<file path="config.mk">
export PLATFORM = sky130hd
export DESIGN_NAME = sorted_expiry_timer_queue_unit
export DESIGN_NICKNAME = d
export VERILOG_FILES = /design/src/rtl/sexq_pkg.sv /design/src/rtl/sorted_expiry_timer_queue_unit.sv /design/src/rtl/sexq_cell.sv
export SDC_FILE = /design/constraint.sdc
export NUM_CORES = 2
export LEC_CHECK = 0
export ABC_AREA = 1
export BUFFER_PORTS_ARGS = -buffer_cell sky130_fd_sc_hd__buf_4
export CAP_MARGIN = 20
export CORE_MARGIN = 2
export CORE_UTILIZATION = 35
export DETAILED_ROUTE_END_ITERATION = 7
export GPL_TIMING_DRIVEN = 0
export PLACE_DENSITY = 0.55
export SKIP_CTS_REPAIR_TIMING = 1
export SYNTH_ARGS = -nofsm -noshare
export SYNTH_HDL_FRONTEND = slang
export SYNTH_SLANG_ARGS = --single-unit
</file>
<file path="constraint.sdc">
create_clock -name clock -period 13.9 [get_ports clock]
set_clock_uncertainty 0.15 [all_clocks]
set_input_delay 2.78 -clock clock [delete_from_list [all_inputs] [get_ports clock]]
set_output_delay 2.78 -clock clock [all_outputs]
set_load 0.01 [all_outputs]
</file>
<file path="src/rtl/sexq_pkg.sv">
// ----------------------------------------------------------------------------
// sexq_pkg: shared types and constants of the sorted expiry timer queue
// Operation and status codes, request and response beats, cell control.
// ----------------------------------------------------------------------------
package sexq_pkg;

   localparam int DEPTH_DEFAULT      = 32;
   localparam int TIME_WIDTH_DEFAULT = 32;
   localparam int RESULT_LIMIT       = 32;
   localparam int CNT_WIDTH          = $clog2(RESULT_LIMIT);
   localparam int ID_WIDTH           = 8;
   localparam int FIELD_TIME_WIDTH   = 32;
   localparam int OCC_WIDTH          = 6;

   typedef enum logic [1:0] {
      FN_ADD    = 2'd0,
      FN_ADJUST = 2'd1,
      FN_DELETE = 2'd2,
      FN_TICK   = 2'd3
   } func_type;

   typedef enum logic [2:0] {
      STS_DONE      = 3'd0,
      STS_EXPIRED   = 3'd1,
      STS_NONE      = 3'd2,
      STS_FULL      = 3'd3,
      STS_NOT_FOUND = 3'd4,
      STS_DUPLICATE = 3'd5
   } status_type;

   typedef enum logic [1:0] {
      S_IDLE,
      S_RUN,
      S_PLACE
   } state_type;

   typedef struct packed {
      func_type                      func;
      logic [ID_WIDTH-1:0]           timer_id;
      logic [FIELD_TIME_WIDTH-1:0]   expire;
      logic [FIELD_TIME_WIDTH-1:0]   now;
   } req_type;

   typedef struct packed {
      status_type                    status;
      logic [ID_WIDTH-1:0]           result_id;
      logic [FIELD_TIME_WIDTH-1:0]   result_expire;
      logic [OCC_WIDTH-1:0]          occupancy;
      logic                          last;
   } rsp_type;

   // per-cycle command broadcast to every cell of the chain
   typedef struct packed {
      logic insert;
      logic remove;
      logic by_id;
   } cell_ctl_type;

endpackage

</file>
<file path="src/rtl/sorted_expiry_timer_queue_unit.sv">
// Add and delete give their one result from the run state; a found adjust removes its
// entry in the run state and reports from the place state (remove, then reinsert).
// A tick's expired entries follow one per cycle, at most 32 per tick. Busy stays high
// until the last step of a command; no new request is taken while busy.
// Reset (synchronous) clears the FSM, valid bits and count; slot contents are not cleared.
// Results are strobed for one cycle; the receiver cannot stall them.
// ----------------------------------------------------------------------------
// sorted_expiry_timer_queue_unit: sorted timer list on a chain of cells
// Command FSM driving a row of slots kept in ascending expiry order.
// ----------------------------------------------------------------------------
module sorted_expiry_timer_queue_unit #(
   parameter int DEPTH      = sexq_pkg::DEPTH_DEFAULT,
   parameter int TIME_WIDTH = sexq_pkg::TIME_WIDTH_DEFAULT
) (
   input  logic              clock,
   input  logic              reset,
   input  logic              start,
   output logic              busy,
   input  sexq_pkg::req_type req_item,
   output logic              rsp_strobe,
   output sexq_pkg::rsp_type rsp_item
);
   import sexq_pkg::*;

   localparam int FW = $clog2(DEPTH + 1);

   state_type            state_ff, state_in;
   req_type              req_ff;
   rsp_type              rsp_ff, rsp_in;
   logic                 strobe_ff, strobe_in;
   logic [FW-1:0]        fill_ff, fill_in;
   logic [CNT_WIDTH-1:0] cnt_ff, cnt_in;
   cell_ctl_type         ctl;

   logic [DEPTH-1:0]      valid_vec, le_vec, seen_vec, match_vec;
   logic [ID_WIDTH-1:0]   cell_id  [DEPTH];
   logic [TIME_WIDTH-1:0] cell_exp [DEPTH];

   logic [63:0]           now64, exp64, fexp64, occ64;
   logic [TIME_WIDTH-1:0] key_exp;
   logic                  found, full, tick_fin, pop;

   assign now64   = {32'd0, req_ff.now};
   assign exp64   = {32'd0, req_ff.expire};
   assign key_exp = (req_ff.func == FN_TICK) ? now64[TIME_WIDTH-1:0] : exp64[TIME_WIDTH-1:0];
   assign fexp64  = 64'(cell_exp[0]);

   assign found    = |match_vec;
   assign full     = (fill_ff == FW'(DEPTH));
   assign tick_fin = (cnt_ff == CNT_WIDTH'(RESULT_LIMIT - 1)) || !le_vec[1];
   assign pop      = ctl.remove & ~ctl.by_id;

   for (genvar i = 0; i < DEPTH; i++) begin : g_cell
      logic                  lv, lle, rv, sin;
      logic [ID_WIDTH-1:0]   lid, rid;
      logic [TIME_WIDTH-1:0] lexp, rexp;

      if (i == 0) begin : g_head
         assign lv   = 1'b0;
         assign lle  = 1'b1;
         assign lid  = '0;
         assign lexp = '0;
         assign sin  = pop;
      end else begin : g_body
         assign lv   = valid_vec[i-1];
         assign lle  = le_vec[i-1];
         assign lid  = cell_id[i-1];
         assign lexp = cell_exp[i-1];
         assign sin  = seen_vec[i-1];
      end

      if (i == DEPTH - 1) begin : g_tail
         assign rv   = 1'b0;
         assign rid  = '0;
         assign rexp = '0;
      end else begin : g_next
         assign rv   = valid_vec[i+1];
         assign rid  = cell_id[i+1];
         assign rexp = cell_exp[i+1];
      end

      sexq_cell #(
         .TIME_WIDTH (TIME_WIDTH)
      ) u_cell (
         .clock       (clock),
         .reset       (reset),
         .ctl         (ctl),
         .key_id      (req_ff.timer_id),
         .key_exp     (key_exp),
         .left_valid  (lv),
         .left_le     (lle),
         .left_id     (lid),
         .left_exp    (lexp),
         .right_valid (rv),
         .right_id    (rid),
         .right_exp   (rexp),
         .seen_in     (sin),
         .valid       (valid_vec[i]),
         .id          (cell_id[i]),
         .exp         (cell_exp[i]),
         .le          (le_vec[i]),
         .seen_out    (seen_vec[i]),
         .match       (match_vec[i])
      );
   end

   // next state
   always_comb begin
      state_in = state_ff;
      case (state_ff)
         S_IDLE: begin
            if (start) state_in = S_RUN;
         end
         S_RUN: begin
            if (req_ff.func == FN_ADJUST && found) begin
               state_in = S_PLACE;
            end else if (req_ff.func == FN_TICK && le_vec[0] && !tick_fin) begin
               state_in = S_RUN;
            end else begin
               state_in = S_IDLE;
            end
         end
         S_PLACE: state_in = S_IDLE;
         default: state_in = S_IDLE;
      endcase
   end

   // outputs and chain commands
   always_comb begin
      ctl                = '0;
      strobe_in          = 1'b0;
      rsp_in             = '0;
      rsp_in.status      = STS_DONE;
      rsp_in.result_id   = req_ff.timer_id;
      rsp_in.last        = 1'b1;
      fill_in            = fill_ff;
      cnt_in             = cnt_ff;
      case (state_ff)
         S_RUN: begin
            case (req_ff.func)
               FN_ADD: begin
                  strobe_in = 1'b1;
                  if (found) begin
                     rsp_in.status = STS_DUPLICATE;
                  end else if (full) begin
                     rsp_in.status = STS_FULL;
                  end else begin
                     ctl.insert = 1'b1;
                     fill_in    = fill_ff + FW'(1);
                  end
               end
               FN_ADJUST, FN_DELETE: begin
                  if (!found) begin
                     strobe_in     = 1'b1;
                     rsp_in.status = STS_NOT_FOUND;
                  end else begin
                     ctl.remove = 1'b1;
                     ctl.by_id  = 1'b1;
                     fill_in    = fill_ff - FW'(1);
                     // adjust reports after the reinsert beat
                     strobe_in  = (req_ff.func == FN_DELETE);
                  end
               end
               FN_TICK: begin
                  strobe_in = 1'b1;
                  if (le_vec[0]) begin
                     ctl.remove           = 1'b1;
                     fill_in              = fill_ff - FW'(1);
                     rsp_in.status        = STS_EXPIRED;
                     rsp_in.result_id     = cell_id[0];
                     rsp_in.result_expire = fexp64[FIELD_TIME_WIDTH-1:0];
                     rsp_in.last          = tick_fin;
                     cnt_in               = tick_fin ? '0 : cnt_ff + CNT_WIDTH'(1);
                  end else begin
                     rsp_in.status    = STS_NONE;
                     rsp_in.result_id = '0;
                     cnt_in           = '0;
                  end
               end
               default: strobe_in = 1'b0;
            endcase
         end
         S_PLACE: begin
            ctl.insert = 1'b1;
            strobe_in  = 1'b1;
            fill_in    = fill_ff + FW'(1);
         end
         default: strobe_in = 1'b0;
      endcase
      occ64            = 64'(fill_in);
      rsp_in.occupancy = occ64[OCC_WIDTH-1:0];
   end

   always_ff @(posedge clock) begin
      if (reset) begin
         state_ff  <= S_IDLE;
         strobe_ff <= 1'b0;
         fill_ff   <= '0;
         cnt_ff    <= '0;
      end else begin
         state_ff  <= state_in;
         strobe_ff <= strobe_in;
         fill_ff   <= fill_in;
         cnt_ff    <= cnt_in;
      end
      if (start && !busy) begin
         req_ff <= req_item;
      end
      rsp_ff <= rsp_in;
   end

   assign busy       = (state_ff != S_IDLE);
   assign rsp_strobe = strobe_ff;
   assign rsp_item   = rsp_ff;

   logic [DEPTH-2:0] ord_ok;
   for (genvar i = 0; i < DEPTH - 1; i++) begin : g_ord
      assign ord_ok[i] = !valid_vec[i+1] || (valid_vec[i] && cell_exp[i] <= cell_exp[i+1]);
   end

   assert property (@(posedge clock) disable iff (reset)
      $countones(valid_vec) == int'(fill_ff))
      else $error("valid slots disagree with fill count");

   assert property (@(posedge clock) disable iff (reset)
      $onehot0(match_vec))
      else $error("timer id held in more than one slot");

   assert property (@(posedge clock) disable iff (reset)
      &ord_ok)
      else $error("slot chain out of expiry order");

   assert property (@(posedge clock) disable iff (reset)
      rsp_strobe && !rsp_item.last |-> busy)
      else $error("non-final beat while idle");

   assert property (@(posedge clock) disable iff (reset)
      state_ff == S_PLACE |-> $past(state_ff) == S_RUN)
      else $error("reinsert step without a preceding remove");

endmodule

</file>
<file path="src/rtl/sexq_cell.sv">
// ----------------------------------------------------------------------------
// sexq_cell: one slot of the sorted timer chain
// Holds one id and expiry; keeps, loads the new entry, or takes a neighbor.
// ----------------------------------------------------------------------------
module sexq_cell #(
   parameter int TIME_WIDTH = sexq_pkg::TIME_WIDTH_DEFAULT
) (
   input  logic                          clock,
   input  logic                          reset,
   input  sexq_pkg::cell_ctl_type        ctl,
   input  logic [sexq_pkg::ID_WIDTH-1:0] key_id,
   input  logic [TIME_WIDTH-1:0]         key_exp,
   input  logic                          left_valid,
   input  logic                          left_le,
   input  logic [sexq_pkg::ID_WIDTH-1:0] left_id,
   input  logic [TIME_WIDTH-1:0]         left_exp,
   input  logic                          right_valid,
   input  logic [sexq_pkg::ID_WIDTH-1:0] right_id,
   input  logic [TIME_WIDTH-1:0]         right_exp,
   input  logic                          seen_in,
   output logic                          valid,
   output logic [sexq_pkg::ID_WIDTH-1:0] id,
   output logic [TIME_WIDTH-1:0]         exp,
   output logic                          le,
   output logic                          seen_out,
   output logic                          match
);
   import sexq_pkg::*;

   logic                  valid_ff, valid_in;
   logic [ID_WIDTH-1:0]   id_ff, id_in;
   logic [TIME_WIDTH-1:0] exp_ff, exp_in;
   logic                  take_new, take_left, take_right;

   assign match    = valid_ff && (id_ff == key_id);
   assign le       = valid_ff && (exp_ff <= key_exp);
   assign seen_out = seen_in | (ctl.by_id & match);

   // sorted chain: cells at or before the key form a prefix
   assign take_new   = ctl.insert & ~le & left_le;
   assign take_left  = ctl.insert & ~le & ~left_le;
   assign take_right = ctl.remove & seen_out;

   always_comb begin
      valid_in = valid_ff;
      id_in    = id_ff;
      exp_in   = exp_ff;
      if (take_new) begin
         valid_in = 1'b1;
         id_in    = key_id;
         exp_in   = key_exp;
      end else if (take_left) begin
         valid_in = left_valid;
         id_in    = left_id;
         exp_in   = left_exp;
      end else if (take_right) begin
         valid_in = right_valid;
         id_in    = right_id;
         exp_in   = right_exp;
      end
   end

   always_ff @(posedge clock) begin
      if (reset) begin
         valid_ff <= 1'b0;
      end else begin
         valid_ff <= valid_in;
      end
      id_ff  <= id_in;
      exp_ff <= exp_in;
   end

   assign valid = valid_ff;
   assign id    = id_ff;
   assign exp   = exp_ff;

endmodule
</file>
==> results.sh <==
export IMPL_status="completed"
export IMPL_hold_path_end="cnt_ff[4]$_SDFFE_PP0P_"
export IMPL_hold_slack_ps=335
export IMPL_hold_class="flop to flop"
export IMPL_syn_inst=10000
export IMPL_synth_top_cell_by_area="edfxtp_1"
export IMPL_power_total_mw=11.6
export IMPL_p_per_area_mw_per_mm2=108
export IMPL_clock_path_buffers=3
export IMPL_grt_max_degree=44
export IMPL_required_ps=14080
export IMPL_cts_tree="built"
export IMPL_firstDrtPassIters=8
export IMPL_rows=189
export IMPL_tns_ps=0
export IMPL_final_util=0.407
export IMPL_die_w_um=519
export IMPL_final_cell_count_no_fill=14200
export IMPL_max_slew_margin_rel=0.127
export IMPL_root_buffer="clkbuf_16"
export IMPL_cpPeakStageDelay_ps=810
export IMPL_overflow=0
export IMPL_gp_congestion=1.00
export IMPL_dr_first_iter_drc_count=12500
export IMPL_cp_slowest_cell="clkbuf_1"
export IMPL_clock_sinks=1450
export IMPL_grt_total_usage=0.347
export IMPL_port_buffers=127
export IMPL_coreArea_mm2=0.265
export IMPL_yosys_register_bits=1450
export IMPL_final_hold_violation_count=0
export IMPL_clk_pin_slew_ps=60
export IMPL_r2r_start="req_ff[72]$_DFFE_PP_"
export IMPL_crit_fanout=40
export IMPL_final_nets=11600
export IMPL_syn_area_mm2=0.0929
export IMPL_reg2reg_depth=29
export IMPL_worstSetupPathType="flop to flop"
export IMPL_post_route_drc_count=0
export IMPL_pwr_share_comb=0.172
export IMPL_p_int_mw=8.02
export IMPL_synth_top_area_frac=0.438
export IMPL_leakage_nw=42.4
export IMPL_ctsHtreeMaxLevel=4
export IMPL_rrSetupSlack_ps=3500
export IMPL_initial_core_util=0.351
export IMPL_io_pins=129
export IMPL_dpl_cell_count=13800
export IMPL_syn_mean_instance_area_um2=9.26
export IMPL_vias=89400
export IMPL_synth_edf_count=1354
export IMPL_drive_gt1_frac=0.0863
export IMPL_ys_seq_area_frac=0.458
export IMPL_clkPwrFrac=0.410
export IMPL_tightest_slew_ps=1310
export IMPL_viasPerCell=6.29
export IMPL_routed_wl_um=489000
export IMPL_min_from="cnt_ff[4]$_SDFFE_PP0P_"
export IMPL_ir_worst_vdd_mv=0.133
export IMPL_synth_cell_types=70
export IMPL_report_final_slew_viol_count=0
export IMPL_setup_violations=0
export IMPL_wl_per_cell_um=34.4
export IMPL_rsz0062_at_grt="false"
export IMPL_max_freq_mhz=96.1
export IMPL_fp_dieH_um=519
export IMPL_antenna_found_initial=51
export IMPL_postRouteAntennaNets=0
export IMPL_synth_area_leaders="edfxtp_1 (44%), ha_1 (14%), nand2_1 (7.3%), o21ai_0 (6.1%), a22oi_1 (3.9%)"
export IMPL_hpwl_um=379000
export IMPL_netSwitchingFraction=0.311
export IMPL_ys_top_cells_by_count="nand2_1 (1812), edfxtp_1 (1354), o21ai_0 (1130)"
export IMPL_min_period_ps=10400
export IMPL_grt_pass1_vias=83400
export IMPL_fin_crit_sh=0.748
export IMPL_r2r_end="g_cell[26].u_cell.id[1]$_DFFE_PP_"
export IMPL_p_switching_mw=3.62
export IMPL_die_area_mm2=0.270
export IMPL_arrival_ps=10580
export IMPL_maxCapViolations=0
export IMPL_synth_nets=11100
export IMPL_p_seq_frac=0.419
export IMPL_critPathLaunchType="flop"
export IMPL_crit_path_end_kind="flop"
export IMPL_cts_buffers=176
export IMPL_synth_ff_type="edfxtp_1"
export IMPL_clkLatencyLatePin_ps=880
export IMPL_synth_most_common_cell="nand2_1"
export IMPL_synthToLayoutAreaGrowth_pct=15.8
export IMPL_whs_path_depth=2
export IMPL_grt_pass1_wl_um=658000
export IMPL_async_flop_share=0
export IMPL_yosysWarnings=0
-- cell families after synthesis --
group / Yosys count / share of synthesized area
AND/OR/NAND/NOR: 2937 / 0.133
AO/OA/AOI/OAI: 3221 / 0.208
XOR/XNOR: 69 / 0.00650
buffers and inverters: 1338 / 0.0568
flip-flops: 1450 / 0.458
adder cells (fa/ha/maj): 1005 / 0.135
multiplexers: 18 / 0.00194
-- worst max-delay path by stage --
stage | from | endpoint | slack [ps]
finish | req_ff[72]$_DFFE_PP_ | g_cell[26].u_cell.id[1]$_DFFE_PP_ | 3500
CTS | req_ff[72]$_DFFE_PP_ | g_cell[26].u_cell.id[2]$_DFFE_PP_ | 3800
global route | req_ff[72]$_DFFE_PP_ | g_cell[26].u_cell.id[1]$_DFFE_PP_ | 3430
detailed placement | req_ff[72]$_DFFE_PP_ | g_cell[26].u_cell.exp[20]$_DFFE_PP_ | 3890
floorplan | req_ff[72]$_DFFE_PP_ | g_cell[2].u_cell.valid$_SDFFE_PP0P_ | 5590
global placement | req_ff[72]$_DFFE_PP_ | g_cell[10].u_cell.valid$_SDFFE_PP0P_ | -5030
-- state kept, by name, indices dropped and copies added (netlist names) --
signal	cells
now64	32
rsp_strobe	1
fill_ff	6
rsp_item	50
exp64	32
g_cell.u_cell.valid	32
req_ff	10
cnt_ff	5
state_ff	2
g_cell.u_cell.id	256
g_cell.u_cell.exp	1024
-- per-layer routing --
metal | vias up | wire length (µm) | track usage
li1 | 38100 | - | -
met1 | 44100 | 184000 | 0.424
met4 | 22 | 37400 | 0.232
met3 | 1383 | 57300 | 0.116
met2 | 5898 | 210000 | 0.519
met5 | - | 416 | 0
-- power groups by stage --
stage,clock network (mW),registers (mW),logic (mW)
final,4.77,4.87,2.00
after global routing,4.92,4.87,2.06
after CTS,4.75,4.87,1.90
after detailed placement,0,4.96,1.89
after global placement,0,4.97,1.67
after floorplan,0,4.93,0.858
-- area by class of cell --
cell class | instances | area, µm²
Clock inverter | 86 | 857
Sequential cell | 1450 | 42600
Multi-Input combinational cell | 7250 | 45500
Tap cell | 3533 | 4420
Buffer | 550 | 2500
Inverter | 788 | 2970
Clock buffer | 234 | 4900
Timing Repair Buffer | 262 | 3750
Antenna cell | 57 | 143
Fill cell | 26100 | 157000
-- cell usage in the layout, fill, tap and decap left out, types with 185 or more instances in the layout --
master	instances
o221ai_1	185
inv_1	711
nand2_1	1800
nor2_1	486
o22ai_1	264
clkbuf_1	390
edfxtp_1	1354
ha_1	1005
a21oi_1	708
nand3_1	259
a22oi_1	487
o21ai_0	1123
-- per-stage QoR --
| stage | instance area [µm²] | setup WS, ps |
|---|---|---|
| after floorplan | 92900 | 5590 |
| after CTS | 107000 | 3800 |
| after global placement | 98300 | -5030 |
| after global routing | 107000 | 3430 |
| after detailed placement | 102000 | 3890 |
| final | 108000 | 3500 |
-- critical path, delay by kind of cell, from the launching register on --
| family | cells | cell delay (ps) |
|---|---|---|
| AO/OA/AOI/OAI | 1 | 560 |
| adder cells (fa/ha/maj) | 2 | 580 |
| buffers and inverters | 5 | 3120 |
| flip-flops | 1 | 420 |
| AND/OR/NAND/NOR | 21 | 4930 |
No activity file was read; power rests on OpenSTA's default activity.
